## config.mk

```make
export PLATFORM = sky130hd
export DESIGN_NAME = pnt_ram
export DESIGN_NICKNAME = d
export VERILOG_FILES = /design/src/hdl/pnt_ram.sv
export SDC_FILE = /design/constraint.sdc
export NUM_CORES = 2
export LEC_CHECK = 0
export ABC_AREA = 1
export BUFFER_PORTS_ARGS = -buffer_cell sky130_fd_sc_hd__buf_2
export CORE_ASPECT_RATIO = 1.25
export CORE_UTILIZATION = 55
export DETAILED_ROUTE_END_ITERATION = 16
export GPL_ROUTABILITY_DRIVEN = 0
export PLACE_DENSITY = 0.7
export SYNTH_ARGS = -nofsm -noshare
export SYNTH_HDL_FRONTEND = slang
export SYNTH_SLANG_ARGS = --single-unit
```

## constraint.sdc

```tcl
create_clock -name i_clk -period 2 [get_ports i_clk]
set_clock_uncertainty 0.2 [all_clocks]
set_input_delay 0.2 -clock i_clk [delete_from_list [all_inputs] [get_ports i_clk]]
set_output_delay 0.2 -clock i_clk [all_outputs]
set_load 0.01 [all_outputs]
```

## src/hdl/pnt_ram.sv

```systemverilog
module pnt_ram #(
    parameter int WIDTH = 8,
    parameter int DEPTH = 256
) (
    input  logic                     i_clk,
    input  logic                     i_we,
    input  logic [$clog2(DEPTH)-1:0] i_waddr,
    input  logic [WIDTH-1:0]         i_wdata,
    input  logic [$clog2(DEPTH)-1:0] i_raddr,
    output logic [WIDTH-1:0]         o_rdata
);

    logic [WIDTH-1:0] r_mem [DEPTH];
    logic [WIDTH-1:0] r_rdata;

    always_ff @(posedge i_clk) begin
        if (i_we) begin
            r_mem[i_waddr] <= i_wdata;
        end
        r_rdata <= r_mem[i_raddr];
    end

    assign o_rdata = r_rdata;

endmodule

```

==> results by group <==
Worst setup path
  • Slowest CP cell: edfxtp_1
  • CP Launch Type: flop
  • Crit end category: flop
  • FF-to-FF path depth: 10
  • CP dominant cell by count: nand3_1
  • Cell Chain, Critical Path: nand2_1, nand3_1, nand3_1, nand3_1, nand3_1, nand3_2, nand3_2, nand2_2, nand2_1, nand2_1
  • CP Max Fanout: 1
  • WP data required: 2.51 ns
  • Worst Path Arrival: 2.49 ns
  • CP max stage delay: 0.37 ns
  • Type of the worst setup path: reg2reg

Placement
  • DP HPWL: 147500 um
  • PortBufs: 33
  • Cell Count Post-Placement: 9315

Drt
  • Via Count: 58.00k
  • Total Routed Length: 231900 um
  • Pre-Repair DR Iteration Count: 8
  • DR WL/cell: 23.99 um
  • DR vias/cell: 5.999
  • Starting DRT DRC Count: 7813
  • Drt drc: 0
  • Final ANT Viol Nets: 0

Yosys
  • Post-Synthesis Cells: 7003
  • Cell area after synthesis: 0.08340 mm2
  • Synth async-reset ratio: 0%
  • Complex-gate fraction of the synthesized area: 0%
  • Yosys top cell area share: 73.74%
  • Post-Synth XOR/XNOR Area: 0%
  • Main synth FF type: edfxtp_1
  • Avg Synthesized Cell Area: 11.91 um2
  • Register area share after synthesis: 73.94%
  • Post-synthesis mux area share: 0%
  • Post-Synth Simple-Gate Area: 22.95%
  • Synth Area in Adders: 0%
  • Yosys cell types: 14
  • Area leader, netlist: edfxtp_1
  • Largest family of logic cells by synthesized area: simple AND/OR/NAND/NOR gates
  • Synth Register Bits: 2056
  • Syn_nets: 7029
  • Area contributors post-synth: edfxtp_1 (74%), nand3_1 (12%), nand2_1 (9.6%)
  • Top-count cell post-synth: nand2_1
  • Commonest cells post-synth: nand2_1 (2123), edfxtp_1 (2048), nand3_1 (2019), nor2_1 (283), buf_2 (268)
  • Ys Warns: 0
  • Post-synth EDFFs: 2048

Floorplan
  • Io pins: 34
  • Core area: 0.1504 mm2
  • Initial Util: 55.45%
  • Die width: 350.3 um
  • Area of the die: 0.1532 mm2
  • FP Rows: 159
  • Die Y: 437.4 um

Power and ir drop
  • Power, Total: 87.44 mW
  • VDD IR max: 0.8692 mV
  • Flop pwr share: 54.4%
  • P_sw: 19.61 mW
  • Leakage: 35.08 nW
  • Internal: 67.83 mW
  • Comb pwr share: 7.3%
  • Power Density: 899.7 mW/mm2
  • Clk pwr share: 38.3%
  • Sw Share: 22.43%

Timing
  • Final Slew Violations: 0
  • RSZ-0062 raised after global routing: yes
  • Fin. Hold Viols: 0
  • Fin Setup TNS: 0 ns
  • Setup violations, final: 0
  • F_max: 504.6 MHz
  • Part of the cycle the worst path needs: 99.08%
  • Slew of the pin with the lowest slew margin: 0.5568 ns
  • Fin crit period: 1.982 ns
  • Max_slew headroom: 62.84%

GRT
  • Grt total ovfl: 0
  • Global Route Usage Sum: 30.19%
  • Largest net degree at the start of global routing: 79
  • Vias in the first global route: 55.41k
  • Antenna violations before repair: 12
  • First-pass GRT wire length: 342200 um

Finish
  • Core Util, Final: 64.62%
  • Layout cell share with drive strength beyond 1: 13.88%
  • Layout Cells excl Fill: 9667
  • P&R area growth vs syn: 16.54%
  • Final nets: 7530

Worst hold path
  • Hold WC Path Type: in2reg
  • Worst Hold Depth: 6

Clocking
  • Root Buffer: clkbuf_16
  • Num CTS Buffers: 181
  • Post-CTS setup buffers: 0
  • Worst-Skew Late Latency: 0.84 ns
  • CTS clk-pin slew, worst paths: 0.06 ns
  • Clock buffer depth: 3
  • CTS tree: done
  • CTS H-tree lvls: 4
  • Clock sink count: 2056

Outcome
  • Status: finished clean

Run
  • Max-cap viol count: 0
==> routing by layer <==
metal / global-route usage [%] / wire length [um] / part of all wire, % / up-vias
met4: 13.97 / 11120 / 4.8 / 10
met5: 0 / 60 / 0.026 / -
met3: 5.381 / 23460 / 10 / 584
li1: - / - / - / 25830
met1: 39.77 / 85680 / 37 / 28150
met2: 48.97 / 111600 / 48 / 3425
==> per-stage QoR <==
stage / worst slack [ns] / hold slack [ns] / cell area, um2
global route: -0.02158 / 0.07128 / 97180
finish: 0.01842 / 0.06675 / 97190
floorplan: 0.1085 / 0.09887 / 83400
detailed placement: -0.7831 / 0.3577 / 91280
global placement: -0.7484 / 0.3491 / 91280
CTS: 0.001089 / 0.02364 / 97050
==> sequential cells by signal, indices dropped and copies added (netlist names) <==
name and flops:
o_rdata 8, r_mem 2048
==> power by group through the flow <==
stage               clock network, mW  registers, mW  logic (mW)
floorplan                           0           48.4        2.93
global placement                    0           48.5        6.10
detailed placement                  0           48.5        6.19
CTS                              33.7           47.5        6.27
global route                     35.2           47.5        6.78
finish                           33.5           47.5        6.39
==> area by class of cell <==
cell class | instances | area [um2]
Fill cell | 10890 | 53210
Clock inverter | 94 | 757.0
Inverter | 39 | 180.2
Clock buffer | 237 | 4812
Tap cell | 2012 | 2517
Sequential cell | 2056 | 61660
Timing Repair Buffer | 801 | 7965
Antenna cell | 3 | 7.507
Multi-Input combinational cell | 4425 | 19290
==> worst max-delay path, delay by kind of cell, from the launching register on <==
family	cells	cell delay (ns)
and+or+nand+nor	10	1.28
DFF	1	0.37
==> cells in the final DEF (no fill, tap or decap), types with 27 or more instances in the layout <==
cell type / Yosys / layout
nor2_1: 283 / 282
inv_1: 36 / 33
nand2_1: 2123 / 2120
clkbuf_16: 0 / 183
clkinv_1: 0 / 39
buf_12: 0 / 150
clkbuf_1: 112 / 51
buf_4: 46 / 601
edfxtp_1: 2048 / 2048
nand3_1: 2019 / 1992
clkinv_2: 0 / 27
==> kinds of logic after synthesis <==
kind of cell  count (synthesis)
buf+inv                     522
flops                      2056
simple gates               4425
==> path summary, 6_finish.rpt <==
| path | start | slack [ns] | end |
|---|---|---|---|
| hold reg to reg | r_mem[32][1]$_DFFE_PP_ | 0.81 | o_rdata[1]$_DFF_P_ |
| setup reg to reg | r_mem[249][7]$_DFFE_PP_ | 0.02 | o_rdata[7]$_DFF_P_ |
| hold / removal | i_waddr[6] | 0.07 | r_mem[209][3]$_DFFE_PP_ |
| setup / recovery | r_mem[249][7]$_DFFE_PP_ | 0.02 | o_rdata[7]$_DFF_P_ |
==> what timing repair did <==
action                                 in CTS  in global routing
pin swaps                                   0                  1
endpoints found under the hold margin    2083                  0
resized for setup                           6                 28
setup endpoints to repair                   4                110
hold buffers                               18                  0
No activity file was read; power rests on OpenSTA's default activity.
