===== config.mk =====
export PLATFORM = sky130hd
export DESIGN_NAME = pnt_ctrl
export DESIGN_NICKNAME = d
export VERILOG_FILES = /design/src/hdl/pnt_pkg.sv /design/src/hdl/pnt_ctrl.sv
export SDC_FILE = /design/constraint.sdc
export NUM_CORES = 1
export LEC_CHECK = 0
export ABC_AREA = 1
export BUFFER_PORTS_ARGS = -buffer_cell sky130_fd_sc_hd__buf_2
export CAP_MARGIN = 10
export CELL_PAD_IN_SITES_DETAIL_PLACEMENT = 0
export CELL_PAD_IN_SITES_GLOBAL_PLACEMENT = 2
export CORE_ASPECT_RATIO = 0.6
export CORE_MARGIN = 2
export CORE_UTILIZATION = 32
export CTS_BUF_LIST = sky130_fd_sc_hd__clkbuf_8
export CTS_CLUSTER_DIAMETER = 50
export DETAILED_ROUTE_END_ITERATION = 6
export HOLD_SLACK_MARGIN = 0.12
export PLACE_DENSITY = 0.86
export SLEW_MARGIN = 20
export SYNTH_ARGS = -nofsm -noshare
export SYNTH_HDL_FRONTEND = slang
export SYNTH_SLANG_ARGS = --single-unit

===== constraint.sdc =====
create_clock -name i_clk -period 2.4 [get_ports i_clk]
set_input_delay 0.36 -clock i_clk [delete_from_list [all_inputs] [get_ports i_clk]]
set_output_delay 0.36 -clock i_clk [all_outputs]
set_load 0.01 [all_outputs]

===== src/hdl/pnt_pkg.sv =====
package pnt_pkg;

    localparam int POS_W  = 32;
    localparam int GRAD_W = 16;
    localparam int PERM_W = 8;
    localparam int IDX_W  = 8;
    localparam int OUT_W  = 20;
    localparam int CFG_W  = 4;
    localparam int OCT_W  = 5;

    localparam logic [1:0] REQ_LOAD  = 2'd0;
    localparam logic [1:0] REQ_NOISE = 2'd1;
    localparam logic [1:0] REQ_TURB  = 2'd2;

    typedef struct packed {
        logic             cap;
        logic             t2;
        logic             sm;
        logic             hash;
        logic             grad;
        logic             dot;
        logic             mul;
        logic             acc;
        logic             oct;
        logic             fin;
        logic             turb;
        logic [2:0]       corner;
        logic [OCT_W-1:0] octave;
    } t_cmd;

endpackage


===== src/hdl/pnt_ctrl.sv =====
module pnt_ctrl #(
    parameter int MAX_OCTAVES = 8
) (
    input  logic                      i_clk,
    input  logic                      i_rst_n,
    input  logic                      i_in_valid,
    output logic                      o_in_ready,
    input  logic [1:0]                i_req_type,
    input  logic [pnt_pkg::CFG_W-1:0] i_octaves,
    output logic                      o_out_valid,
    input  logic                      i_out_ready,
    output pnt_pkg::t_cmd             o_cmd
);

    typedef enum logic [10:0] {
        S_IDLE = 11'b00000000001,
        S_SM1  = 11'b00000000010,
        S_SM2  = 11'b00000000100,
        S_ADDR = 11'b00000001000,
        S_HASH = 11'b00000010000,
        S_GRAD = 11'b00000100000,
        S_DOT  = 11'b00001000000,
        S_MUL  = 11'b00010000000,
        S_ACC  = 11'b00100000000,
        S_OCT  = 11'b01000000000,
        S_FIN  = 11'b10000000000
    } t_state;

    localparam logic [pnt_pkg::OCT_W-1:0] MO = pnt_pkg::OCT_W'(MAX_OCTAVES);

    t_state                    r_state, n_state;
    logic [2:0]                r_corner, n_corner;
    logic [pnt_pkg::OCT_W-1:0] r_oct, n_oct;
    logic [pnt_pkg::OCT_W-1:0] r_nocts, n_nocts;
    logic                      r_turb, n_turb;
    logic                      r_out_valid, n_out_valid;
    logic [pnt_pkg::OCT_W-1:0] oct_cfg;
    logic                      accept;
    logic                      out_free;

    assign o_in_ready = (r_state == S_IDLE);
    assign accept     = i_in_valid && o_in_ready;
    assign out_free   = !r_out_valid || i_out_ready;
    assign oct_cfg    = (pnt_pkg::OCT_W'(i_octaves) > MO) ? MO : pnt_pkg::OCT_W'(i_octaves);

    always_comb begin
        n_state     = r_state;
        n_corner    = r_corner;
        n_oct       = r_oct;
        n_nocts     = r_nocts;
        n_turb      = r_turb;
        n_out_valid = r_out_valid && !i_out_ready;
        o_cmd        = '0;
        o_cmd.corner = r_corner;
        o_cmd.octave = r_oct;
        o_cmd.turb   = r_turb;
        case (r_state)
            S_IDLE: begin
                if (accept && (i_req_type == pnt_pkg::REQ_NOISE ||
                               i_req_type == pnt_pkg::REQ_TURB)) begin
                    o_cmd.cap = 1'b1;
                    n_oct     = '0;
                    n_turb    = (i_req_type == pnt_pkg::REQ_TURB);
                    n_nocts   = (i_req_type == pnt_pkg::REQ_TURB) ? oct_cfg
                                                                  : pnt_pkg::OCT_W'(1);
                    if (i_req_type == pnt_pkg::REQ_TURB && oct_cfg == '0) begin
                        n_state = S_FIN;
                    end else begin
                        n_state = S_SM1;
                    end
                end
            end
            S_SM1: begin
                o_cmd.t2 = 1'b1;
                n_state  = S_SM2;
            end
            S_SM2: begin
                o_cmd.sm = 1'b1;
                n_corner = '0;
                n_state  = S_ADDR;
            end
            S_ADDR: begin
                n_state = S_HASH;
            end
            S_HASH: begin
                o_cmd.hash = 1'b1;
                n_state    = S_GRAD;
            end
            S_GRAD: begin
                o_cmd.grad = 1'b1;
                n_state    = S_DOT;
            end
            S_DOT: begin
                o_cmd.dot = 1'b1;
                n_state   = S_MUL;
            end
            S_MUL: begin
                o_cmd.mul = 1'b1;
                n_state   = S_ACC;
            end
            S_ACC: begin
                o_cmd.acc = 1'b1;
                if (r_corner == 3'd7) begin
                    n_state = S_OCT;
                end else begin
                    n_corner = r_corner + 3'd1;
                    n_state  = S_ADDR;
                end
            end
            S_OCT: begin
                o_cmd.oct = 1'b1;
                n_oct     = r_oct + pnt_pkg::OCT_W'(1);
                if (r_oct + pnt_pkg::OCT_W'(1) == r_nocts) begin
                    n_state = S_FIN;
                end else begin
                    n_state = S_SM1;
                end
            end
            S_FIN: begin
                if (out_free) begin
                    o_cmd.fin   = 1'b1;
                    n_out_valid = 1'b1;
                    n_state     = S_IDLE;
                end
            end
            default: begin
                n_state = S_IDLE;
            end
        endcase
    end

    always_ff @(posedge i_clk) begin
        if (!i_rst_n) begin
            r_state     <= S_IDLE;
            r_corner    <= '0;
            r_oct       <= '0;
            r_nocts     <= '0;
            r_turb      <= 1'b0;
            r_out_valid <= 1'b0;
        end else begin
            r_state     <= n_state;
            r_corner    <= n_corner;
            r_oct       <= n_oct;
            r_nocts     <= n_nocts;
            r_turb      <= n_turb;
            r_out_valid <= n_out_valid;
        end
    end

    assign o_out_valid = r_out_valid;

    a_oct_after_last_corner: assert property (@(posedge i_clk) disable iff (!i_rst_n)
        (r_state == S_OCT) |-> (r_corner == 3'd7))
        else $error("octave closed before all corners");

    a_oct_in_range: assert property (@(posedge i_clk) disable iff (!i_rst_n)
        (r_state == S_OCT) |-> (r_oct < r_nocts))
        else $error("octave count overrun");

    a_fin_needs_free: assert property (@(posedge i_clk) disable iff (!i_rst_n)
        o_cmd.fin |-> out_free)
        else $error("result overwritten");

    a_result_held: assert property (@(posedge i_clk) disable iff (!i_rst_n)
        (r_out_valid && !i_out_ready) |=> r_out_valid)
        else $error("result dropped");

endmodule


==> impl_results.md, run 1 <==
* Num ports at 31
* FP Rows at 18
* Die width at 90.5 um
* DIE HEIGHT at 55.9 um
* Crit path depth at 8
* Layout cells sized above 1 at 22.1%
* Synth cell types at 28
* Via count at 1303
* Status: completed
* Final setup violation count at 0
* H-tree Lvls at 1
* Total CTS buffers at 3
* Placed cells at 300
* Post-DP HPWL at 2710 um
* Cells after synthesis at 213
* Routed len/inst at 11.1 um
* WS Path Type: reg2out
* Reg-to-reg slack, setup at 0.78 ns
* Clock Skew at 0.00239 ns
* Worst r2r dst: r_state[10]
* Port Buffer Count at 30
* Buffers and inverters on the worst path at 3
* WP data required at 2.04 ns
* Worst setup EP type: output port
* R2r worst-path depth at 10
* Top delay family on crit path: simple AND/OR/NAND/NOR gates
* Worst hold path class: in2reg
* Max Cap Viol at 0
* Final nets at 259
* Primary FF master, synth: dfxtp_1
* Fin area at 0.00169 mm2
* Slew at the pin with the worst max-slew slack at 0.747 ns
* Setup bufs post-CTS at 0
* RSZ-0062 raised after global routing: no
* Crit path from: r_state[8]
* Yosys top cell by area: dfxtp_1
* Area contributors post-synth: dfxtp_1, nand2_1, inv_1
* Clock sinks at 25
* Starting density of the core at 34.1%
* Final Core Density at 40.2%
* Synth top cells by count: nand2_1, inv_1, dfxtp_1, nor2_1, a21oi_1
* Syn Area/Cell at 6.75 um2
* Grt ovf at 0
* Worst R2R Start: r_oct[0]
* Critical path data arrival time at 1.45 ns
* Placer congestion estimate at 0.824
* DRC Markers at 0
* CP cell instances: nor2_4 > nand2_2 > clkinv_2 > nand2_4 > nor2_8 > nand3_4 > inv_2 > buf_2
* Worst-path fanout max at 6
* Power, Total at 1.16 mW
* Crit path to: o_cmd[18]
* Final worst path period share at 75.5%
* Final WS setup at 0.587 ns
* CP max-delay cell: dfxtp_1
* Ant. Diodes at 0
* Cell Count, Final, Fillers Out at 304
* Area growth syn-to-layout at 17.8%
* Core Footprint at 0.00421 mm2
* Post-Route Setup TNS at 0 ns
* Relative max-transition margin at 50.1%
* Cts hold-fix bufs at 0
* Seq/Total Area, Yosys at 34.8%
* Syn. warnings at 0
* Synth Net Count at 227
* # resized after CTS at 0
* Initial antenna violation count at 0
* Routed wire length at 3360 um
* Seq cells post-synth at 25
* TritonCTS clock tree: built
* Share of the synthesized area in the top cell type at 34.8%
* First-pass GRT wire length at 5710 um
* Pre-antenna DRT Iters at 5
* Post-DRT Antenna Nets at 0
* Crit path time final at 1.81 ns
* Most numerous cell in the Yosys netlist: nand2_1
* Async set-reset flop share out of synthesis at 0%
* Largest net degree at the start of global routing at 23
* Synth Cell Area at 0.00144 mm2
* Vias per cell at 4.29
* Clock slew at reported path FFs at 0.09 ns
* Startpoint type of the worst setup path: flop
* Hold Violations, Final at 0
* First DRT Iteration DRCs at 103
* Max clock buf depth at 2
* Root Buffer: clkbuf_8
* VDD IR-drop max at 309 uV
* Clk Latency, worst-skew pair at 0.27 ns
* Ratio of total power to cell area at 687 mW/mm2
* Die ar. at 0.00506 mm2
* Pre-CTS setup slack at 0.791 ns
* Dpl cell area at 0.00165 mm2
* Hold Slack at 0.299 ns
* Post-synth EDFFs at 0
* Vias in the first global route at 1204
* P_leak at 0.900 nW
* Fmax at 0.552 GHz
* Delay of the slowest cell on the worst path at 0.35 ns
* All-layer global routing usage at 13.9%
* Slew Viols, Final at 0
## how the worst min path moves through the flow
stage,from,endpoint,depth (start not counted)
3_5_place_dp,r_turb,r_turb,2
2_1_floorplan,i_rst_n,r_state[0],1
3_3_place_gp,r_turb,r_turb,2
5_1_grt,i_rst_n,r_state[0],2
6_report,i_rst_n,r_state[0],2
4_1_cts,i_rst_n,r_state[0],2
## state kept, by name, summed over array words and instances, names as in the netlist
name / cells
r_state: 11
r_oct: 5
r_nocts: 4
r_corner: 3
o_out_valid: 1
r_turb: 1
## logic make-up (layout without fill, tap and decap cells)
family | count (synthesis) | in the layout | share of synthesized area (%)
xor gates and xnor gates | 2 | 2 | 1.22
DFF | 25 | 25 | 34.8
adders and majority gates | 4 | 4 | 3.48
AOI/OAI and AO/OA | 18 | 18 | 6.61
and+or+nand+nor | 123 | 123 | 42.7
buffers and inverters | 41 | 72 | 11.1
## per-layer routing
layer  global-route usage [%]  routed length [um]  vias to the layer above
li1                         -                   -                      727
met1                     22.8                2000                      541
met2                     17.7                1130                       33
met3                     4.07                 214                        2
met4                     1.32                  10                        0
met5                        0                   0                        -
## cells in the final DEF, fill, tap and decap left out, drive strengths merged
master | netlist | layout
nand2 | 63 | 63
xor2 | 1 | 1
nand4 | 3 | 3
nand3 | 13 | 13
nand3b | 2 | 2
a211oi | 1 | 1
o21ai | 3 | 3
buf | 1 | 30
nor2 | 31 | 31
clkinv | 2 | 2
xnor2 | 1 | 1
dfxtp | 25 | 25
clkbuf | 2 | 3
and3 | 1 | 1
a21oi | 13 | 13
nor3b | 1 | 1
inv | 36 | 37
a22oi | 1 | 1
ha | 4 | 4
nor3 | 9 | 9
## where the power goes
group	leakage [nW]	switching, mW	internal (mW)
logic	0.671	0.298	0.158
clock network	0.0269	0.132	0.115
registers	0.202	0.0218	0.439
## final cells by class
type	instances	area [um2]
inverters	38	145
clock buffers	3	41.3
repair buffers	30	150
flip-flops and latches	25	500
well taps	60	75.1
multi-input cells	147	777
fillers	476	2520
clock inverters	1	3.75
Power figures use the tool's default switching activity.
==> inputs of run 2 (changes only) <==
ABC_AREA = 0   (was 1)
CORE_UTILIZATION = 29   (was 32)
PLACE_DENSITY = 0.78   (was 0.86)
clock period = 1.5 ns   (was 2.4 ns; I/O delays follow)
==> impl_results.md, run 2 <==
* Final nets at 279 (+7.7%)
* Async set-reset flop share out of synthesis at 0% (unchanged)
* Starting density of the core at 30.2% (-3.9 points)
* Worst Hold Depth at 3 (+1)
* TritonCTS clock tree: built
* Clock slew at reported path FFs at 0.09 ns (about the same)
* Die ar. at 0.00540 mm2 (+6.7%)
* Syn. warnings at 0 (unchanged)
* Sw Share at 32.8% (-6.0 points)
* Largest net degree at the start of global routing at 15 (-35%)
* Die width at 93.5 um (+3.3%)
* Max clock buf depth at 2 (unchanged)
* Initial antenna violation count at 0 (unchanged)
* DRC Markers at 0 (unchanged)
* Worst hold path class: in2reg
* Ratio of total power to cell area at 767 mW/mm2 (+12%)
* DIE HEIGHT at 57.7 um (+3.2%)
* Num ports at 31 (unchanged)
* Post-synth EDFFs at 0 (unchanged)
* Post-DP HPWL at 3260 um (+20%)
* Slew at the pin with the worst max-slew slack at 0.605 ns (-0.143 ns)
* Relative max-transition margin at 59.6% (+9.5 points)
* Clock network fraction of design power at 22.1% (+0.9 points)
* Largest regs: r_state: 11 flops, r_oct: 5 flops, r_nocts: 4 flops
* Post-DRT Antenna Nets at 0 (unchanged)
* Grt ovf at 0 (unchanged)
* Share of the synthesized area in the top cell type at 35.9% (+1.1 points)
* RSZ-0062 raised after global routing: yes
* Clock sinks at 25 (unchanged)
* Synth Net Count at 188 (-17%)
* Startpoint type of the worst setup path: flop
* Max reg flops at 11 (unchanged)
* Root Buffer: clkbuf_8
* Final WS setup at -0.491 ns (-1.08 ns)
* Status: finished with violations
* Final Core Density at 54.0% (+14 points)
* Syn Area/Cell at 8.02 um2 (+19%)
* Worst-path fanout max at 3 (-3)
* Post-Route Setup TNS at -10.12 ns (-10.12 ns)
* Seq cells post-synth at 25 (unchanged)
* Port Buffer Count at 30 (unchanged)
* P_leak at 1.13 nW (+25%)
* Top reg by flops: r_state
* Layout cells sized above 1 at 58.3% (+36 points)
* Max Cap Viol at 0 (unchanged)
* R2r worst-path depth at 9 (-1)
* VDD IR-drop max at 329 uV (+6.3%)
* Most frequent cells in the layout: buf_4, buf_6, buf_2
* Total CTS buffers at 3 (unchanged)
* Commonest non-fill, non-tap cell in the layout: buf_4
* Most numerous cell in the Yosys netlist: dfxtp_1
* Failing checks: negative setup slack
* WS Path Type: reg2out
* Synth cell types at 38 (+36%)
* Logic gate share of total power at 39.8% (+0.6 points)
* All-layer global routing usage at 17.7% (+3.8 points)
* Seq/Total Area, Yosys at 35.9% (+1.1 points)
* Vias per cell at 4.92 (+15%)
* Synth Cell Area at 0.00140 mm2 (-3.0%)
* Slew Viols, Final at 0 (unchanged)
* Ant. Diodes at 0 (unchanged)
* Clk Latency, worst-skew pair at 0.29 ns (+0.02 ns)
* First-pass GRT wire length at 7370 um (+29%)
* H-tree Lvls at 1 (unchanged)
* Area growth syn-to-layout at 78.4%
* Sequential share of power at 38.1% (-1.5 points)
* Switching pwr at 0.626 mW (+39%)
* Fmax at 0.502 GHz
* First DRT Iteration DRCs at 68 (-34%)
* Synth top cells by count: dfxtp_1, nand3_1, nand2_1, nor2_1, a21oi_1
* Via count at 1609 (+23%)
* Cells after synthesis at 174 (-18%)
* Worst setup EP type: output port
* WP data required at 1.27 ns (-0.77 ns)
* Hold Violations, Final at 0 (unchanged)
* Placer congestion estimate at 0.825 (about the same)
* Internal power at 1.28 mW (+80%)
* Routed len/inst at 15.0 um (+36%)
* Pre-antenna DRT Iters at 4 (-1)
* Vias in the first global route at 1496 (+24%)
* Core Footprint at 0.00461 mm2 (+9.5%)
* Reg-to-reg slack, setup at -0.46 ns (-1.24 ns)
* Clock Skew at 0.00911 ns (+0.00671 ns)
* FP Rows at 19 (+1)
* Dpl cell area at 0.00195 mm2 (+19%)
* Yosys top cell by area: dfxtp_1
* Routed wire length at 4910 um (+46%)
* Area contributors post-synth: dfxtp_1, nand3_1, a21oi_1
* Power, Total at 1.91 mW (+64%)
* Primary FF master, synth: dfxtp_1
* Final setup violation count at 30 (+30)
* Fin area at 0.00249 mm2 (+47%)
* Final worst path period share at 133%
* Critical path data arrival time at 1.77 ns (+0.32 ns)
* Crit path time final at 1.99 ns
## run 2: logic make-up (layout without fill, tap and decap cells)
group | after synthesis | after routing | share of synthesized area (%)
buffers and inverters | 12 | 102 | 3.86
adders and majority gates | 4 | 4 | 3.59
AOI/OAI and AO/OA | 30 | 30 | 13.5
DFF | 25 | 25 | 35.9
and+or+nand+nor | 96 | 96 | 38.7
xor gates and xnor gates | 7 | 7 | 4.39
## run 2: worst paths after layout
check	from	end
max	r_state[6]	o_cmd[18]
min	i_octaves[1]	r_nocts[1]
max reg2reg	r_state[6]	r_nocts[2]
min reg2reg	r_turb	r_turb
## run 2: area by class of cell
| cell class | instances | area [um2] |
|---|---|---|
| multi-input cells | 137 | 1110 |
| inverters | 8 | 38.8 |
| flip-flops and latches | 25 | 512 |
| repair buffers | 90 | 707 |
| clock buffers | 3 | 41.3 |
| clock inverters | 1 | 3.75 |
| well taps | 63 | 78.8 |
| fillers | 424 | 2120 |
## run 2: per-stage QoR
| stage | hold WS (ns) | cells | worst slack (ns) |
|---|---|---|---|
| 2_1_floorplan | 0.372 | 174 | -0.326 |
| 5_1_grt | 0.196 | 327 | -0.543 |
| 4_1_cts | 0.205 | 322 | -0.439 |
| 3_3_place_gp | 0.450 | 305 | -0.236 |
| 6_report | 0.190 | 327 | -0.491 |
| 3_5_place_dp | 0.461 | 305 | -0.242 |
## run 2: what timing repair did
item / 4_1_cts / 5_1_grt
cloned: 0 / 0
resized for setup: 50 / 37
pin swaps: 21 / 11
hold buffers: 0 / 0
buffers inserted: 13 / 6
setup endpoints to repair: 30 / 32
hold endpoints to repair: 0 / 0
## run 2: power groups by stage
| stage | logic, mW | clock network, mW | registers, mW |
|---|---|---|---|
| after floorplan | 0.275 | 0 | 0.719 |
| after global placement | 0.508 | 0 | 0.730 |
| after detailed placement | 0.510 | 0 | 0.730 |
| after CTS | 0.645 | 0.421 | 0.719 |
| after global routing | 0.808 | 0.457 | 0.730 |
| final | 0.760 | 0.422 | 0.726 |
## run 2: layer usage
metal	vias to the layer above	GRT usage [%]	part of all wire (%)
met5	-	0	0
met4	0	4.35	1.4
met3	4	4.16	5.8
met2	39	27.9	46
met1	764	24.8	47
li1	802	-	-
## run 2: worst max-delay path, cell delays in order (launching register included)
cell and delay, ns:
dfxtp_2 0.33, or4_4 0.56, nor4b_4 0.24, buf_4 0.18, nand2_4 0.06, clkinv_4 0.04
buf_6 0.09
==> inputs of run 3 (changes only) <==
CORE_MARGIN = not set   (was 2)
CORE_UTILIZATION = 27   (was 29)
CTS_BUF_LIST = not set   (was sky130_fd_sc_hd__clkbuf_8)
PLACE_DENSITY = 0.73   (was 0.78)
==> impl_results.md, run 3 (synthesis gave the netlist of run 2 again) <==
* Port Buffer Count at 30 (unchanged)
* Critical path data arrival time at 2.09 ns (+0.32 ns)
* Vias in the first global route at 1548 (+3.5%)
* First-pass GRT wire length at 7490 um (+1.6%)
* Cts hold-fix bufs at 0 (unchanged)
* Max clock buf depth at 2 (unchanged)
* Area growth syn-to-layout at 72.7%
* Failing checks: negative setup slack
* DIE HEIGHT at 57.7 um (about the same)
* Sequential share of power at 39.8% (+1.7 points)
* Internal power at 1.25 mW (-2.3%)
* Fin area at 0.00241 mm2 (-3.2%)
* Pre-CTS setup slack at -0.261 ns (-0.0192 ns)
* Dpl cell area at 0.00199 mm2 (+1.9%)
* Routed wire length at 4790 um (-2.5%)
* Clock network fraction of design power at 21.9% (-0.2 points)
* CP cell instances: or4_4 > buf_4 > buf_6 > and2_4 > o31ai_4 > a32oi_1 > o21a_1
* Core Footprint at 0.00475 mm2 (+3.1%)
* First DRT Iteration DRCs at 100 (+47%)
* Clk Latency, worst-skew pair at 0.27 ns (-0.02 ns)
* Clock sinks at 25 (unchanged)
* VDD IR-drop max at 308 uV (-6.5%)
* All-layer global routing usage at 18.0% (+0.26 points)
* Max Cap Viol at 0 (unchanged)
* Top delay family on crit path: simple AND/OR/NAND/NOR gates
* Final setup violation count at 30 (unchanged)
* Most frequent cells in the layout: buf_4, buf_2, dfxtp_1
* Slew Viols, Final at 0 (unchanged)
* Vias per cell at 4.97 (+0.94%)
* Startpoint type of the worst setup path: flop
* Crit path time final at 1.93 ns (-0.0585 ns)
* Placer congestion estimate at 0.840 (+1.9%)
* Largest regs: r_state: 11 flops, r_oct: 5 flops, r_nocts: 4 flops
* CP max-delay cell: or4_4
* Worst hold path class: in2reg
* Largest net degree at the start of global routing at 15 (unchanged)
* Die width at 94.8 um (+1.3%)
* Ratio of total power to cell area at 755 mW/mm2 (-1.6%)
* Buffers and inverters on the worst path at 2 (-1)
* Via count at 1639 (+1.9%)
* Slew at the pin with the worst max-slew slack at 0.601 ns (-0.00405 ns)
* TritonCTS clock tree: built
* Num ports at 31 (unchanged)
* Status: finished with violations
* P_leak at 1.12 nW (-0.39%)
* Post-DP HPWL at 3350 um (+2.9%)
* Final nets at 282 (+1.1%)
* Layout cells sized above 1 at 55.8% (-2.5 points)
* Grt ovf at 0 (unchanged)
* Pre-antenna DRT Iters at 4 (unchanged)
* Final WS setup at -0.432 ns (+0.0585 ns)
* Ant. Diodes at 0 (unchanged)
* Initial antenna violation count at 0 (unchanged)
* Cell Count, Final, Fillers Out at 330 (+0.92%)
* Placed cells at 310 (+1.6%)
* Starting density of the core at 29.3% (-0.91 points)
* WP data required at 1.66 ns (+0.39 ns)
* H-tree Lvls at 1 (unchanged)
* Worst setup EP type: flop
* WS Path Type: reg2reg
* Clock slew at reported path FFs at 0.09 ns (about the same)
* Final worst path period share at 129% (-3.9 points)
* FP Rows at 19 (unchanged)
* RSZ-0062 raised after global routing: yes
* Top reg by flops: r_state
* Clock Skew at 0.00763 ns (-0.00148 ns)
* Power, Total at 1.82 mW (-4.7%)
* Sw Share at 31.2% (-1.7 points)
* Relative max-transition margin at 59.9% (+0.27 points)
* Total CTS buffers at 3 (unchanged)
* DRC Markers at 0 (unchanged)
* Switching pwr at 0.567 mW (-9.5%)
* Worst-path fanout max at 3 (unchanged)
* Root Buffer: clkbuf_8
* Delay of the slowest cell on the worst path at 0.55 ns (about the same)
* Logic gate share of total power at 38.3% (-1.5 points)
* Routed len/inst at 14.5 um (-3.4%)
* Commonest non-fill, non-tap cell in the layout: buf_4
* Post-DRT Antenna Nets at 0 (unchanged)
* Max reg flops at 11 (unchanged)
* Fmax at 0.518 GHz (+3.0%)
* Hold Violations, Final at 0 (unchanged)
* Die ar. at 0.00547 mm2 (+1.3%)
==> run 3: area by class of cell <==
class                   count  area, um2
multi-input cells         137       1060
fillers                   444       2340
flip-flops and latches     25        509
well taps                  63       78.8
inverters                   8       36.3
repair buffers             93        678
clock buffers               4       45.0
==> run 3: worst register-to-register path, delay by kind of cell (launching register included) <==
family	cells	cell delay, ns
and+or+nand+nor	2	0.68
AOI/OAI and AO/OA	3	0.56
DFF	1	0.33
buffers and inverters	2	0.27
==> run 3: routing by layer <==
layer | wire length, um | track usage [%]
met2 | 2190 | 26.8
met4 | 36 | 4.55
met5 | 0 | 0
met1 | 2340 | 26.0
met3 | 231 | 4.33
==> run 3: path summary, 6_finish.rpt <==
check | startpoint | end | slack [ns] | cells past startpoint
worst max-delay path | r_state[4] | r_state[0] | -0.43 | 7
worst min-delay path | i_rst_n | o_out_valid | 0.21 | 2
worst max register to register | r_state[4] | r_state[0] | -0.43 | 7
worst min register to register | r_turb | r_turb | 0.46 | 2
==> run 3: timing repair <==
action	CTS	global route
endpoints found under the setup margin	30	32
resized for setup	37	27
pin swaps	15	12
cloned	0	0
setup buffers	13	6
==> run 3: power by group through the flow <==
stage	Sequential, mW	Combinational [mW]	Clock [mW]
finish	0.725	0.697	0.398
global placement	0.729	0.525	0
global route	0.727	0.742	0.442
floorplan	0.719	0.275	0
detailed placement	0.730	0.528	0
CTS	0.718	0.640	0.410
==> run 3: stage by stage <==
step	util, %	hold WS, ns	setup TNS [ns]
after CTS	47.8	0.209	-8.09
after floorplan	-	0.372	-3.63
final	50.7	0.209	-8.84
after global routing	50.7	0.215	-11.17
after global placement	41.9	0.451	-4.07
after detailed placement	41.9	0.452	-4.41
